### config.mk
export PLATFORM = sky130hd
export DESIGN_NAME = char_ngram_bucket_hasher
export DESIGN_NICKNAME = d
export VERILOG_FILES = /design/src/rtl/cngh_pkg.sv /design/src/rtl/cngh_rem_unit.sv /design/src/rtl/char_ngram_bucket_hasher.sv
export SDC_FILE = /design/constraint.sdc
export NUM_CORES = 1
export LEC_CHECK = 0
export BUFFER_PORTS_ARGS = -buffer_cell sky130_fd_sc_hd__buf_2
export CAP_MARGIN = 20
export CORE_AREA = 2 2 251 253
export DETAILED_ROUTE_END_ITERATION = 6
export DIE_AREA = 0 0 253 255
export HOLD_SLACK_MARGIN = 0.15
export SYNTH_ARGS = -nofsm -noshare
export SYNTH_HDL_FRONTEND = slang
export SYNTH_SLANG_ARGS = --single-unit
### constraint.sdc
create_clock -name clk_i -period 7 [get_ports clk_i]
set_clock_uncertainty 0.2 [all_clocks]
set_input_delay 0.35 -clock clk_i [delete_from_list [all_inputs] [get_ports clk_i]]
set_output_delay 0.35 -clock clk_i [all_outputs]
set_load 0.02 [all_outputs]
### src/rtl/cngh_pkg.sv
// Shared types, constants and the FNV-1a step for the character n-gram hasher.
`timescale 1ns / 1ps

package cngh_pkg;

  localparam int unsigned MAX_GRAM_LEN_DEF = 8;
  localparam int unsigned RESULT_CAP       = 16;

  localparam int unsigned CHAR_W   = 8;
  localparam int unsigned GRAM_W   = 4;
  localparam int unsigned ROW_W    = 25;
  localparam int unsigned HASH_W   = 32;
  localparam int unsigned CFG_IDX_W = 2;

  localparam logic [HASH_W-1:0] FNV_BASIS = 32'd2166136261;
  localparam logic [HASH_W-1:0] FNV_PRIME = 32'd16777619;

  localparam logic [CHAR_W-1:0] CH_OPEN    = 8'h3C;
  localparam logic [CHAR_W-1:0] CH_CLOSE   = 8'h3E;
  localparam logic [CHAR_W-1:0] CH_SPACE   = 8'h20;
  localparam logic [CHAR_W-1:0] CH_TAB     = 8'h09;
  localparam logic [CHAR_W-1:0] CH_LF      = 8'h0A;
  localparam logic [CHAR_W-1:0] CH_CR      = 8'h0D;
  localparam logic [CHAR_W-1:0] CH_UPPER_A = 8'h41;
  localparam logic [CHAR_W-1:0] CH_UPPER_Z = 8'h5A;
  localparam logic [CHAR_W-1:0] CASE_OFFSET = 8'h20;

  localparam logic [GRAM_W-1:0] MIN_GRAM_RST     = 4'd3;
  localparam logic [GRAM_W-1:0] MAX_GRAM_RST     = 4'd6;
  localparam logic [ROW_W-1:0]  BUCKET_COUNT_RST = 25'd2000000;
  localparam logic [ROW_W-1:0]  VOCAB_WORDS_RST  = 25'd0;

  typedef enum logic [CFG_IDX_W-1:0] {
    CFG_MIN_GRAM     = 2'd0,
    CFG_MAX_GRAM     = 2'd1,
    CFG_BUCKET_COUNT = 2'd2,
    CFG_VOCAB_WORDS  = 2'd3
  } cfg_idx_e;

  typedef struct packed {
    logic [CHAR_W-1:0] char_byte;
    logic              text_end;
  } in_t;

  typedef struct packed {
    logic [ROW_W-1:0]  row_index;
    logic [GRAM_W-1:0] gram_length;
    logic              last_of_run;
  } out_t;

  typedef struct packed {
    logic busy;
    logic done;
  } rem_stat_t;

  function automatic logic [HASH_W-1:0] fnv_step(input logic [HASH_W-1:0] h,
                                                 input logic [CHAR_W-1:0] c);
    logic [HASH_W-1:0] x;
    x = h ^ {{(HASH_W-CHAR_W){1'b0}}, c};
    return x * FNV_PRIME;
  endfunction

endpackage

### src/rtl/cngh_rem_unit.sv
// Bit-serial restoring remainder unit: 32-bit dividend modulo 25-bit divisor.
`timescale 1ns / 1ps

module cngh_rem_unit (
  input  logic                          clk_i,
  input  logic                          rst_ni,
  input  logic                          start_i,
  input  logic [cngh_pkg::HASH_W-1:0]   dividend_i,
  input  logic [cngh_pkg::ROW_W-1:0]    divisor_i,
  output cngh_pkg::rem_stat_t           stat_o,
  output logic [cngh_pkg::ROW_W-1:0]    rem_o
);
  import cngh_pkg::*;

  localparam int unsigned CNT_W = $clog2(HASH_W);

  logic [HASH_W-1:0] quo_q;
  logic [ROW_W:0]    part_q;
  logic [CNT_W-1:0]  cnt_q;
  logic              busy_q;
  logic              done_q;
  logic [ROW_W:0]    part_sh;
  logic [ROW_W:0]    part_sub;
  logic              take;

  assign part_sh  = {part_q[ROW_W-1:0], quo_q[HASH_W-1]};
  assign take     = part_sh >= {1'b0, divisor_i};
  assign part_sub = part_sh - {1'b0, divisor_i};

  always_ff @(posedge clk_i or negedge rst_ni) begin
    if (!rst_ni) begin
      busy_q <= 1'b0;
      done_q <= 1'b0;
      cnt_q  <= '0;
    end else begin
      done_q <= 1'b0;
      if (start_i) begin
        busy_q <= 1'b1;
        cnt_q  <= '0;
      end else if (busy_q) begin
        cnt_q <= cnt_q + 1'b1;
        if (cnt_q == CNT_W'(HASH_W - 1)) begin
          busy_q <= 1'b0;
          done_q <= 1'b1;
        end
      end
    end
  end

  always_ff @(posedge clk_i) begin
    if (start_i) begin
      quo_q  <= dividend_i;
      part_q <= '0;
    end else if (busy_q) begin
      quo_q  <= {quo_q[HASH_W-2:0], 1'b0};
      part_q <= take ? part_sub : part_sh;
    end
  end

  assign stat_o.busy = busy_q;
  assign stat_o.done = done_q;
  assign rem_o       = part_q[ROW_W-1:0];

endmodule

### src/rtl/char_ngram_bucket_hasher.sv
// Top level of the character n-gram bucket hasher.
`timescale 1ns / 1ps

// Takes text one byte per transfer, folds A-Z to lower case, frames each word
// as '<' word '>' and, for every framed character appended, hashes every
// n-gram ending there with length in [min_gram, max_gram] using 32-bit FNV-1a,
// giving vocab_words + (hash mod bucket_count) per gram, shortest first, for at
// most 16 results per byte, with last_of_run on the final result of a byte.
// For each byte the sequencer appends each framed character in turn and, for
// each gram, hashes its characters one by one in the shared xor-multiply unit,
// reduces the hash in the bit-serial remainder unit (skipped when bucket_count
// is zero, which uses the low 25 hash bits) and hands the result on; a stalled
// output holds the sequencer for as long as it stalls. in_ready_o stays low
// until the byte's last result has been handed to the output register.
module char_ngram_bucket_hasher #(
  parameter int unsigned MAX_GRAM_LEN = cngh_pkg::MAX_GRAM_LEN_DEF
) (
  input  logic                           clk_i,
  input  logic                           rst_ni,
  input  logic                           in_valid_i,
  output logic                           in_ready_o,
  input  cngh_pkg::in_t                  in_data_i,
  output logic                           out_valid_o,
  input  logic                           out_ready_i,
  output cngh_pkg::out_t                 out_data_o,
  input  logic                           cfg_we_i,
  input  logic [cngh_pkg::CFG_IDX_W-1:0] cfg_idx_i,
  input  logic [cngh_pkg::ROW_W-1:0]     cfg_data_i
);
  import cngh_pkg::*;

  localparam int unsigned WP_W  = $clog2(MAX_GRAM_LEN + 1);
  localparam int unsigned N_W   = (WP_W > GRAM_W) ? WP_W : GRAM_W;
  localparam int unsigned IDX_W = (MAX_GRAM_LEN > 1) ? $clog2(MAX_GRAM_LEN) : 1;
  localparam int unsigned CNT_W = $clog2(RESULT_CAP + 1);

  typedef enum logic [5:0] {
    ST_IDLE   = 6'b000001,
    ST_APPEND = 6'b000010,
    ST_HASH   = 6'b000100,
    ST_DIV    = 6'b001000,
    ST_RESULT = 6'b010000,
    ST_FINISH = 6'b100000
  } state_e;

  state_e            state_q, state_d;
  logic [GRAM_W-1:0] min_gram_q;
  logic [GRAM_W-1:0] max_gram_q;
  logic [ROW_W-1:0]  bucket_q;
  logic [ROW_W-1:0]  vocab_q;

  logic [CHAR_W-1:0] recent_q [MAX_GRAM_LEN];
  logic [WP_W-1:0]   wp_q, wp_d;
  logic              inside_q, inside_d;
  logic              op_open_q, op_open_d;
  logic              op_chr_q, op_chr_d;
  logic              op_close_q, op_close_d;
  logic [CHAR_W-1:0] char_q, char_d;
  logic [N_W-1:0]    hi_q, hi_d;
  logic [N_W-1:0]    n_q, n_d;
  logic [IDX_W-1:0]  kidx_q, kidx_d;
  logic [HASH_W-1:0] h_q, h_d;
  logic [ROW_W-1:0]  rem_q, rem_d;
  out_t              pend_q, pend_d;
  logic              pend_valid_q, pend_valid_d;
  logic [CNT_W-1:0]  count_q, count_d;
  out_t              out_q, out_d;
  logic              out_valid_q, out_valid_d;

  logic              shift_en;
  logic [CHAR_W-1:0] app_char;
  logic [WP_W-1:0]   wp_base;
  logic [WP_W-1:0]   wp_new;
  logic [N_W-1:0]    lo;
  logic [N_W-1:0]    hi_lim;
  logic [N_W-1:0]    hi;
  logic [HASH_W-1:0] h_next;
  out_t              new_item;
  logic              out_free;
  logic              advance;
  logic              in_sep;
  logic [CHAR_W-1:0] in_fold;
  logic              div_start;
  rem_stat_t         div_stat;
  logic [ROW_W-1:0]  div_rem;

  always_ff @(posedge clk_i or negedge rst_ni) begin
    if (!rst_ni) begin
      min_gram_q <= MIN_GRAM_RST;
      max_gram_q <= MAX_GRAM_RST;
      bucket_q   <= BUCKET_COUNT_RST;
      vocab_q    <= VOCAB_WORDS_RST;
    end else if (cfg_we_i) begin
      case (cfg_idx_e'(cfg_idx_i))
        CFG_MIN_GRAM:     min_gram_q <= cfg_data_i[GRAM_W-1:0];
        CFG_MAX_GRAM:     max_gram_q <= cfg_data_i[GRAM_W-1:0];
        CFG_BUCKET_COUNT: bucket_q   <= cfg_data_i;
        CFG_VOCAB_WORDS:  vocab_q    <= cfg_data_i;
        default: ;
      endcase
    end
  end

  assign in_sep  = in_data_i.char_byte inside {CH_SPACE, CH_TAB, CH_LF, CH_CR};
  assign in_fold = (in_data_i.char_byte inside {[CH_UPPER_A:CH_UPPER_Z]}) ?
                   in_data_i.char_byte + CASE_OFFSET : in_data_i.char_byte;

  assign app_char = op_open_q ? CH_OPEN : (op_chr_q ? char_q : CH_CLOSE);
  assign wp_base  = op_open_q ? '0 : wp_q;
  assign wp_new   = (wp_base < WP_W'(MAX_GRAM_LEN)) ? wp_base + 1'b1 : wp_base;
  assign lo       = (min_gram_q == '0) ? N_W'(1) : N_W'(min_gram_q);
  assign hi_lim   = (N_W'(max_gram_q) > N_W'(MAX_GRAM_LEN)) ? N_W'(MAX_GRAM_LEN)
                                                            : N_W'(max_gram_q);
  assign hi       = (hi_lim > N_W'(wp_new)) ? N_W'(wp_new) : hi_lim;
  assign h_next   = fnv_step(h_q, recent_q[kidx_q]);
  assign out_free = !out_valid_q || out_ready_i;

  assign new_item.row_index   = vocab_q + rem_q;
  assign new_item.gram_length = n_q[GRAM_W-1:0];
  assign new_item.last_of_run = 1'b0;

  always_comb begin
    state_d      = state_q;
    wp_d         = wp_q;
    inside_d     = inside_q;
    op_open_d    = op_open_q;
    op_chr_d     = op_chr_q;
    op_close_d   = op_close_q;
    char_d       = char_q;
    hi_d         = hi_q;
    n_d          = n_q;
    kidx_d       = kidx_q;
    h_d          = h_q;
    rem_d        = rem_q;
    pend_d       = pend_q;
    pend_valid_d = pend_valid_q;
    count_d      = count_q;
    out_d        = out_q;
    out_valid_d  = out_valid_q;
    shift_en     = 1'b0;
    div_start    = 1'b0;
    advance      = 1'b0;
    in_ready_o   = 1'b0;

    if (out_valid_q && out_ready_i) begin
      out_valid_d = 1'b0;
    end

    case (state_q)
      ST_IDLE: begin
        in_ready_o = 1'b1;
        if (in_valid_i) begin
          char_d     = in_fold;
          op_open_d  = !in_sep && !inside_q;
          op_chr_d   = !in_sep;
          op_close_d = in_sep ? inside_q : in_data_i.text_end;
          count_d    = '0;
          state_d    = ST_APPEND;
        end
      end
      ST_APPEND: begin
        if (op_open_q || op_chr_q || op_close_q) begin
          shift_en = 1'b1;
          wp_d     = wp_new;
          hi_d     = hi;
          if (op_open_q) begin
            op_open_d = 1'b0;
            inside_d  = 1'b1;
          end else if (op_chr_q) begin
            op_chr_d = 1'b0;
          end else begin
            op_close_d = 1'b0;
            inside_d   = 1'b0;
            wp_d       = '0;
          end
          if (lo <= hi) begin
            n_d     = lo;
            kidx_d  = IDX_W'(lo - 1'b1);
            h_d     = FNV_BASIS;
            state_d = ST_HASH;
          end
        end else begin
          state_d = ST_FINISH;
        end
      end
      ST_HASH: begin
        h_d = h_next;
        if (kidx_q == '0) begin
          if (bucket_q == '0) begin
            rem_d   = h_next[ROW_W-1:0];
            state_d = ST_RESULT;
          end else begin
            div_start = 1'b1;
            state_d   = ST_DIV;
          end
        end else begin
          kidx_d = kidx_q - 1'b1;
        end
      end
      ST_DIV: begin
        if (div_stat.done) begin
          rem_d   = div_rem;
          state_d = ST_RESULT;
        end
      end
      ST_RESULT: begin
        if (count_q == CNT_W'(RESULT_CAP)) begin
          advance = 1'b1;
        end else if (!pend_valid_q) begin
          pend_d       = new_item;
          pend_valid_d = 1'b1;
          count_d      = count_q + 1'b1;
          advance      = 1'b1;
        end else if (out_free) begin
          out_d       = pend_q;
          out_valid_d = 1'b1;
          pend_d      = new_item;
          count_d     = count_q + 1'b1;
          advance     = 1'b1;
        end
        if (advance) begin
          if (n_q == hi_q) begin
            state_d = ST_APPEND;
          end else begin
            n_d     = n_q + 1'b1;
            kidx_d  = IDX_W'(n_q);
            h_d     = FNV_BASIS;
            state_d = ST_HASH;
          end
        end
      end
      ST_FINISH: begin
        if (!pend_valid_q) begin
          state_d = ST_IDLE;
        end else if (out_free) begin
          out_d             = pend_q;
          out_d.last_of_run = 1'b1;
          out_valid_d       = 1'b1;
          pend_valid_d      = 1'b0;
          state_d           = ST_IDLE;
        end
      end
      default: begin
        state_d = ST_IDLE;
      end
    endcase
  end

  always_ff @(posedge clk_i or negedge rst_ni) begin
    if (!rst_ni) begin
      state_q      <= ST_IDLE;
      wp_q         <= '0;
      inside_q     <= 1'b0;
      op_open_q    <= 1'b0;
      op_chr_q     <= 1'b0;
      op_close_q   <= 1'b0;
      pend_valid_q <= 1'b0;
      count_q      <= '0;
      out_valid_q  <= 1'b0;
      for (int i = 0; i < MAX_GRAM_LEN; i++) begin
        recent_q[i] <= '0;
      end
    end else begin
      state_q      <= state_d;
      wp_q         <= wp_d;
      inside_q     <= inside_d;
      op_open_q    <= op_open_d;
      op_chr_q     <= op_chr_d;
      op_close_q   <= op_close_d;
      pend_valid_q <= pend_valid_d;
      count_q      <= count_d;
      out_valid_q  <= out_valid_d;
      if (shift_en) begin
        recent_q[0] <= app_char;
        for (int i = 1; i < MAX_GRAM_LEN; i++) begin
          recent_q[i] <= recent_q[i-1];
        end
      end
    end
  end

  always_ff @(posedge clk_i) begin
    char_q <= char_d;
    hi_q   <= hi_d;
    n_q    <= n_d;
    kidx_q <= kidx_d;
    h_q    <= h_d;
    rem_q  <= rem_d;
    pend_q <= pend_d;
    out_q  <= out_d;
  end

  cngh_rem_unit u_rem (
    .clk_i      (clk_i),
    .rst_ni     (rst_ni),
    .start_i    (div_start),
    .dividend_i (h_next),
    .divisor_i  (bucket_q),
    .stat_o     (div_stat),
    .rem_o      (div_rem)
  );

  assign out_valid_o = out_valid_q;
  assign out_data_o  = out_q;

  a_ready_clean: assert property (@(posedge clk_i) disable iff (!rst_ni)
    in_ready_o |-> (!pend_valid_q && !op_open_q && !op_chr_q && !op_close_q))
    else $error("input ready with work still pending");

  a_count_cap: assert property (@(posedge clk_i) disable iff (!rst_ni)
    count_q <= CNT_W'(RESULT_CAP))
    else $error("result count above cap");

  a_div_owned: assert property (@(posedge clk_i) disable iff (!rst_ni)
    (div_stat.busy || div_stat.done) |-> (state_q == ST_DIV))
    else $error("remainder unit active outside divide state");

  a_div_start: assert property (@(posedge clk_i) disable iff (!rst_ni)
    div_start |=> div_stat.busy)
    else $error("remainder unit did not start");

endmodule
Yosys cells after proc, flatten, opt, wreduce, memory -nomap -nowiden
Cells that the tools add are included.
{"block": "totals", "output_inout_bits": 32, "in_bits": 41, "regBits": 342, "elab_cells": 236}
{"block": "op_classes", "eq_ne": 37, "n_mux": 101, "bitwise_logic": 3, "addsub": 9, "magnitude_cmp": 8, "mul": 1, "n_reduce_logical": 40}
{"op": "two-way mux 30 bit", "count": 7}
{"op": "two-way mux 32 bit", "count": 6}
{"op": "two-way mux 25 bit", "count": 4}
{"op": "one-hot mux 32 bit (3 select lines)", "count": 1}
{"op": "one-hot mux 30 bit (2 select lines)", "count": 1}
{"op": "one-hot mux 25 bit (2 select lines)", "count": 1}
{"op": "two-way mux 6 bit", "count": 8}
{"op": "two-way mux 4 bit", "count": 11}
{"op": "two-way mux 8 bit", "count": 5}
{"op": "one-hot mux 6 bit (6 select lines)", "count": 1}
{"op": "two-way mux 5 bit", "count": 7}
{"op": "two-way mux 1 bit", "count": 34}
{"op": "multiplier 32 x 25 -> 32 bit, second input constant", "count": 1}
{"op": "!= test 2 bit, second input constant", "count": 16}
{"op": "XOR 32 x 8 -> 32 bit", "count": 1}
{"op": ">= comparator 26 x 25 -> 1 bit", "count": 1}
{"op": "adder 25 bit", "count": 1}
{"op": "zero test 25 bit", "count": 1}
{"op": "subtractor 25 bit", "count": 1}
{"op": "binary-select mux 8 bit (select 3 bit)", "count": 1}
{"op": "== test 8 x 4 -> 1 bit, second input constant", "count": 3}
{"op": "two-way mux 3 bit", "count": 6}
{"op": "AND reduction 6 bit", "count": 3}
{"op": "AND reduction 5 bit", "count": 3}
{"op": "other kinds (42)", "count": 75}

Longest topological paths before layout
{"block": "logic_depth", "depth_word": 9, "ltp_mapped": 28, "depth_no_buf": 26}

Cells and area by module
From an unflattened synthesis, not the netlist that was laid out.
{"block": "hier_totals", "hier_cells": 2153, "hier_area_um2": 22804.4}
{"module": "char_ngram_bucket_hasher", "n_inst": 1, "seq_area_each_um2": 7647.3, "cells_each": 1698, "area_per_inst_um2": 18461.5}
{"module": "cngh_rem_unit", "n_inst": 1, "seq_area_each_um2": 1636.6, "cells_each": 455, "area_per_inst_um2": 4342.9}

Worst setup path before layout
No wires, ideal clock.
{"block": "synth_path", "path_type": "reg2reg", "start": "register kidx_q[0]", "end": "register rem_q[23] (data pin)", "synth_period_minus_slack_ns": 6.963, "slack_ns": 0.037, "path_stages_with_launch": 25, "path_buffers": 2, "t_arrival_ns": 6.500, "setup_time_ns": 0.262, "cell_sequence": "edfxtp_1 -> buf_2 -> buf_2 -> mux4_2 -> mux2i_1 -> xnor2_1 -> ha_1 -> ha_1 -> fa_1 -> ha_1 -> fa_1 -> ha_1 -> inv_1 -> fa_1 -> inv_1 -> ha_1 -> o21ai_0 -> a21oi_1 -> a21oi_1 -> a21boi_1 -> o31a_1 -> or4_1 -> a31o_2 -> xnor2_2 -> o21ai_1"}
{"block": "synth_via", "elab_chain_len": 9}
{"element": "start: declaration", "line_no": "char_ngram_bucket_hasher.sv:61", "text": "logic [IDX_W-1:0] kidx_q, kidx_d;"}
{"element": "start signal: assignment", "line_no": "char_ngram_bucket_hasher.sv:286", "text": "kidx_q <= kidx_d;"}
{"element": "NOT 3 -> 4 bit (implied by the code)", "line_no": "char_ngram_bucket_hasher.sv:115", "text": "assign h_next = fnv_step(h_q, recent_q[kidx_q]);"}
{"element": "binary-select mux 8 bit (select 3 bit)", "line_no": "char_ngram_bucket_hasher.sv:115"}
{"element": "two-way mux 8 bit (implied by the code) (2 in a row)", "line_no": "char_ngram_bucket_hasher.sv:115"}
{"element": "XOR 32 x 8 -> 32 bit", "line_no": "cngh_pkg.sv:59", "text": "x = h ^ {{(HASH_W-CHAR_W){1'b0}}, c};"}
{"element": "multiplier 32 x 25 -> 32 bit", "line_no": "cngh_pkg.sv:60", "text": "return x * FNV_PRIME;"}
{"element": "two-way mux 25 bit", "line_no": "char_ngram_bucket_hasher.sv:189", "text": "if (bucket_q == '0) begin"}
{"element": "two-way mux 25 bit", "line_no": "char_ngram_bucket_hasher.sv:188", "text": "if (kidx_q == '0) begin"}
{"element": "one-hot mux 25 bit (2 select lines)", "line_no": "char_ngram_bucket_hasher.sv:149", "text": "case (state_q)"}
{"element": "named net rem_d[23]", "line_no": "char_ngram_bucket_hasher.sv:63", "text": "logic [ROW_W-1:0] rem_q, rem_d;"}
{"element": "end signal: assignment", "line_no": "char_ngram_bucket_hasher.sv:288", "text": "rem_q <= rem_d;"}
{"element": "end: declaration", "line_no": "char_ngram_bucket_hasher.sv:63"}
The timed path passes the listed nets, and every way through them passes these cells. The select of a mux whose other input is x is not followed.
A chain may end at the register's enable or synchronous reset.

Final worst setup path
{"block": "layout_path", "start": "register kidx_q[0]", "end": "register u_rem.quo_q[23] (data pin)"}
{"block": "layout_via", "elab_chain_len": 7, "word_cells_on_any_way": 10, "classes_between": "mul: 1; mux: 6; bitwise: 2; reduce/logical: 1"}
{"element": "NOT 3 -> 4 bit (implied by the code)", "line_no": "char_ngram_bucket_hasher.sv:115"}
{"element": "binary-select mux 8 bit (select 3 bit)", "line_no": "char_ngram_bucket_hasher.sv:115"}
{"element": "two-way mux 8 bit (implied by the code) (2 in a row)", "line_no": "char_ngram_bucket_hasher.sv:115"}
{"element": "XOR 32 x 8 -> 32 bit", "line_no": "cngh_pkg.sv:59"}
{"element": "multiplier 32 x 25 -> 32 bit", "line_no": "cngh_pkg.sv:60"}
{"element": "two-way mux 32 bit (*)", "line_no": "cngh_rem_unit.sv:51", "text": "if (start_i) begin"}
{"element": "end signal: assignment", "line_no": "cngh_rem_unit.sv:52", "text": "quo_q <= dividend_i;"}
{"element": "end signal: assignment", "line_no": "cngh_rem_unit.sv:55", "text": "quo_q <= {quo_q[HASH_W-2:0], 1'b0};"}
{"element": "end: declaration", "line_no": "cngh_rem_unit.sv:17", "text": "logic [HASH_W-1:0] quo_q;"}
Mark *: on every way between the ends. The rest lies on a longest branch, timed or not. The select of a mux whose other input is x is not followed.

==> out/results.tsv <==
metric	value	unit
Synth Cell Area	22110	µm²
Post-Syn Instances	2130	
die area	64520	µm²
Register Area	9284	µm²
Clock Path Buffers	3	
Syn Nets	2497	
Unique masters post-synth	77	
Final Setup Violations	0	
xor/xnor share of the synthesized area	4.273	%
worst reg2reg path startpoint	kidx_q[0]$_DFFE_PP_	
Worst setup endpoint	u_rem.quo_q[23]$_DFFE_PP_	
Iter 0 DRT Violations	825	
Worst Hold Class	reg -> reg	
startpoint types	flop	
initial antenna violation count	0	
Fmax achieved	146.3	MHz
I/O pins	73	
Setup WS post-layout	0.1629	ns
multiplexer share of the synthesized area	5.937	%
main combinational cell family by area after synthesis	adder cells	
sequential share of the synthesized area	41.99	%
CP arrival	6.91	ns
post-synthesis async set-or-reset flop share	43.86	%
drt pass-1 iters	5	
remaining global-route overflow	0	
CTS root buffer	clkbuf_16	
crit-path leading delay family	adder cells	
Slew headroom	33.31	%
DP Worst Slack	-0.1578	ns
most frequent CP cell	fa_1	
crit end category	flop	
share of layout cells above drive strength 1	15.47	%
TNS Setup	0	ns
Remaining DRCs	0	
slowest stage delay, CP	0.55	ns
largest net degree at the start of global routing	105	
vias per cell	5.004	
FF-to-FF End	u_rem.quo_q[23]$_DFFE_PP_	
final wirelength	50520	µm
CTS Buf Count	39	
synthesized flop and latch total	342	
R2R cell count	24	
WP buf/inv	4	
status	complete, no violations	
unrepaired setup endpoints after global routing	yes	
port bufs	72	
Post-layout nets	2650	
Max Cap Viol	0	
R2R setup slack	0.16	ns
CTS H-tree depth	2	
multi-input logic area	12040	µm²
Worst Path Required	7.07	ns
final antenna-violating net count	0	
worst path cell trace	buf_12 > buf_8 > mux4_2 > mux2i_4 > xnor2_2 > ha_1 > ha_4 > fa_1 > ha_2 > fa_1 > ha_1 > inv_1 > fa_1 > inv_2 > ha_4 > o21ai_4 > a21oi_2 > a21oi_2 > a21boi_4 > o31a_1 > or4_1 > a31o_2 > xnor2_2 > o21ai_1	
Crit-path slowest cell	fa_1	
minimum clock period	6.837	ns
max-slew violation count	0	
Final period util	97.67	%
CTS Sinks	342	
DPL Wire Length	38170	µm
CTS tree	built	
Post-synth EDFFs	167	
vias in the first global route	15948	
post-synthesis compound-gate area fraction	9.683	%
Layout area overhead	17.20	%
Final Hold Viols	0	
Worst-Margin Slew	1.000	ns
core footprint	62160	µm²
global-route wire length before repair	83290	µm
CP Depth	24	
Crit Path Category	reg -> reg	
CP Launch Point	kidx_q[0]$_DFFE_PP_	
Die Height	255	µm
clk_lat worst skew	0.56	ns
GR Util All Layers	16.06	%
mean post-synth cell area	10.38	µm²
DR WL/cell	16.23	µm
ant diodes	0	
critical-path maximum fanout	7	
yosys warns	0	
Reg clk slew, reported paths	0.06	ns
post-synthesis adder-cell area fraction	21.03	%
die width	253	µm
Starting Density	35.57	%
Placer Congestion	0.8891	
Synth Area in Simple Gates	11.62	%
predominant post-synthesis flop cell	edfxtp_1	
vias	15579	
# rows	92	
fillers	5955	
-- state kept, by name, indices dropped and copies added (netlist names), 5 cells and up --
signal,flops
recent_q,64
h_q,32
u_rem.quo_q,32
out_data_o,30
pend_q,29
bucket_q,25
rem_q,25
u_rem.part_q,25
vocab_q,25
char_q,8
state_q,6
count_q,5
u_rem.cnt_q,5
-- stage by stage --
step                hold slack [ns]  area, µm²  std cells  util (%)
detailed placement           0.2045      23650       2988     38.04
CTS                          0.2189      25440       3102     40.92
finish                       0.2174      25910       3113     41.69
floorplan                   -0.1456      22110       2130         -
global placement             0.2030      23650       2988     38.04
global route                 0.2224      25910       3113     41.69
-- kinds of logic after synthesis --
logic type      after synthesis
buf+inv                     317
xor+xnor                    107
mux                         103
compound gates              348
simple gates                587
flops                       342
fa+ha+maj                   326
-- cells in the mapped netlist, types with 5 or more instances --
cell type | number | share of area (%)
nand2_1 | 332 | 5.6
inv_1 | 258 | 4.4
ha_1 | 250 | 14
edfxtp_1 | 167 | 23
dfrtp_1 | 138 | 16
o21ai_0 | 120 | 2.7
nor2_1 | 108 | 1.8
a21oi_1 | 98 | 2.2
fa_1 | 76 | 6.9
xnor2_1 | 71 | 2.8
mux2_2 | 65 | 3.3
clkbuf_1 | 52 | 0.88
xor2_1 | 35 | 1.4
a21o_1 | 30 | 1.0
dfxtp_1 | 25 | 2.3
mux2i_1 | 22 | 1.0
nor2b_1 | 18 | 0.51
nor3_1 | 18 | 0.41
and3_1 | 16 | 0.45
mux4_2 | 16 | 1.6
nand3_1 | 16 | 0.36
nand2b_1 | 14 | 0.40
a31oi_1 | 12 | 0.34
dfstp_2 | 12 | 1.4
o21a_1 | 12 | 0.41
and2_1 | 11 | 0.31
nand4_1 | 10 | 0.28
a211oi_1 | 8 | 0.27
nor4_1 | 8 | 0.23
o31a_1 | 8 | 0.32
o21ai_1 | 7 | 0.16
or3_1 | 7 | 0.20
nand3b_1 | 6 | 0.20
o211ai_1 | 6 | 0.20
o21bai_1 | 6 | 0.20
or2_2 | 6 | 0.17
nor3b_1 | 5 | 0.17
-- area by class of cell --
| class | count | share of cell area, % |
|---|---|---|
| inverter | 259 | 3.752 |
| tap | 799 | 3.858 |
| clock buffer | 60 | 4.587 |
| multi-input combinational | 1471 | 46.46 |
| clock inverter | 12 | 0.6229 |
| sequential | 342 | 35.83 |
| timing repair buffer | 170 | 4.896 |
-- layer usage --
layer  global-route usage (%)  part of all wire (%)  vias to the layer above  routed length (µm)
li1                         -                     -                     7600                   -
met1                    21.27                    46                     7661               23100
met2                    27.83                    49                      257               24830
met3                    2.075                   3.5                       61                1755
met4                    4.007                   1.7                        0                 841
met5                        0                     0                        -                   0
-- cell usage in the layout, fill, tap and decap left out, drive strengths merged, types with 7 or more instances in the layout --
| cell type | netlist | layout |
|---|---|---|
| nor3 | 18 | 18 |
| inv | 259 | 262 |
| dfstp | 12 | 12 |
| fa | 76 | 76 |
| nand2b | 14 | 14 |
| a21o | 30 | 30 |
| mux4 | 16 | 16 |
| mux2i | 22 | 22 |
| mux2 | 65 | 65 |
| a31oi | 12 | 12 |
| nor2 | 108 | 108 |
| a21oi | 98 | 98 |
| nor4 | 8 | 8 |
| buf | 6 | 128 |
| dlygate4sd3 | 0 | 42 |
| o21ai | 127 | 127 |
| or3 | 7 | 7 |
| edfxtp | 167 | 167 |
| o21a | 12 | 12 |
| nor2b | 18 | 18 |
| nand4 | 10 | 10 |
| xor2 | 35 | 35 |
| o31a | 8 | 8 |
| nand2 | 332 | 332 |
| and2 | 12 | 12 |
| ha | 250 | 250 |
| dfxtp | 25 | 25 |
| clkbuf | 52 | 60 |
| dfrtp | 138 | 138 |
| nand3 | 16 | 16 |
| xnor2 | 72 | 72 |
| and3 | 16 | 16 |
| a211oi | 10 | 10 |
-- timing repair --
action,4_1_cts,5_1_grt
setup endpoints to repair,8,23
buffers inserted,0,9
hold endpoints to repair,171,0
hold buffers,42,0
gates resized for setup,6,56
pin swaps,1,39
-- worst min path at each step --
stage	to	depth (start not counted)	start	slack (ns)
after floorplan	bucket_q[0]$_DFFE_PN0P_	0	rst_ni	-0.15
after global placement	out_data_o[13]$_DFFE_PP_	0	pend_q[13]$_DFFE_PP_	0.20
after detailed placement	out_data_o[13]$_DFFE_PP_	0	pend_q[13]$_DFFE_PP_	0.20
after CTS	out_data_o[27]$_DFFE_PP_	0	pend_q[27]$_DFFE_PP_	0.22
after global routing	out_data_o[27]$_DFFE_PP_	0	pend_q[27]$_DFFE_PP_	0.22
final	out_data_o[27]$_DFFE_PP_	0	pend_q[27]$_DFFE_PP_	0.22
Power is left out: the tool's default activity adds up to more than one toggle a clock period on the data nets, which glitch-free logic cannot reach.
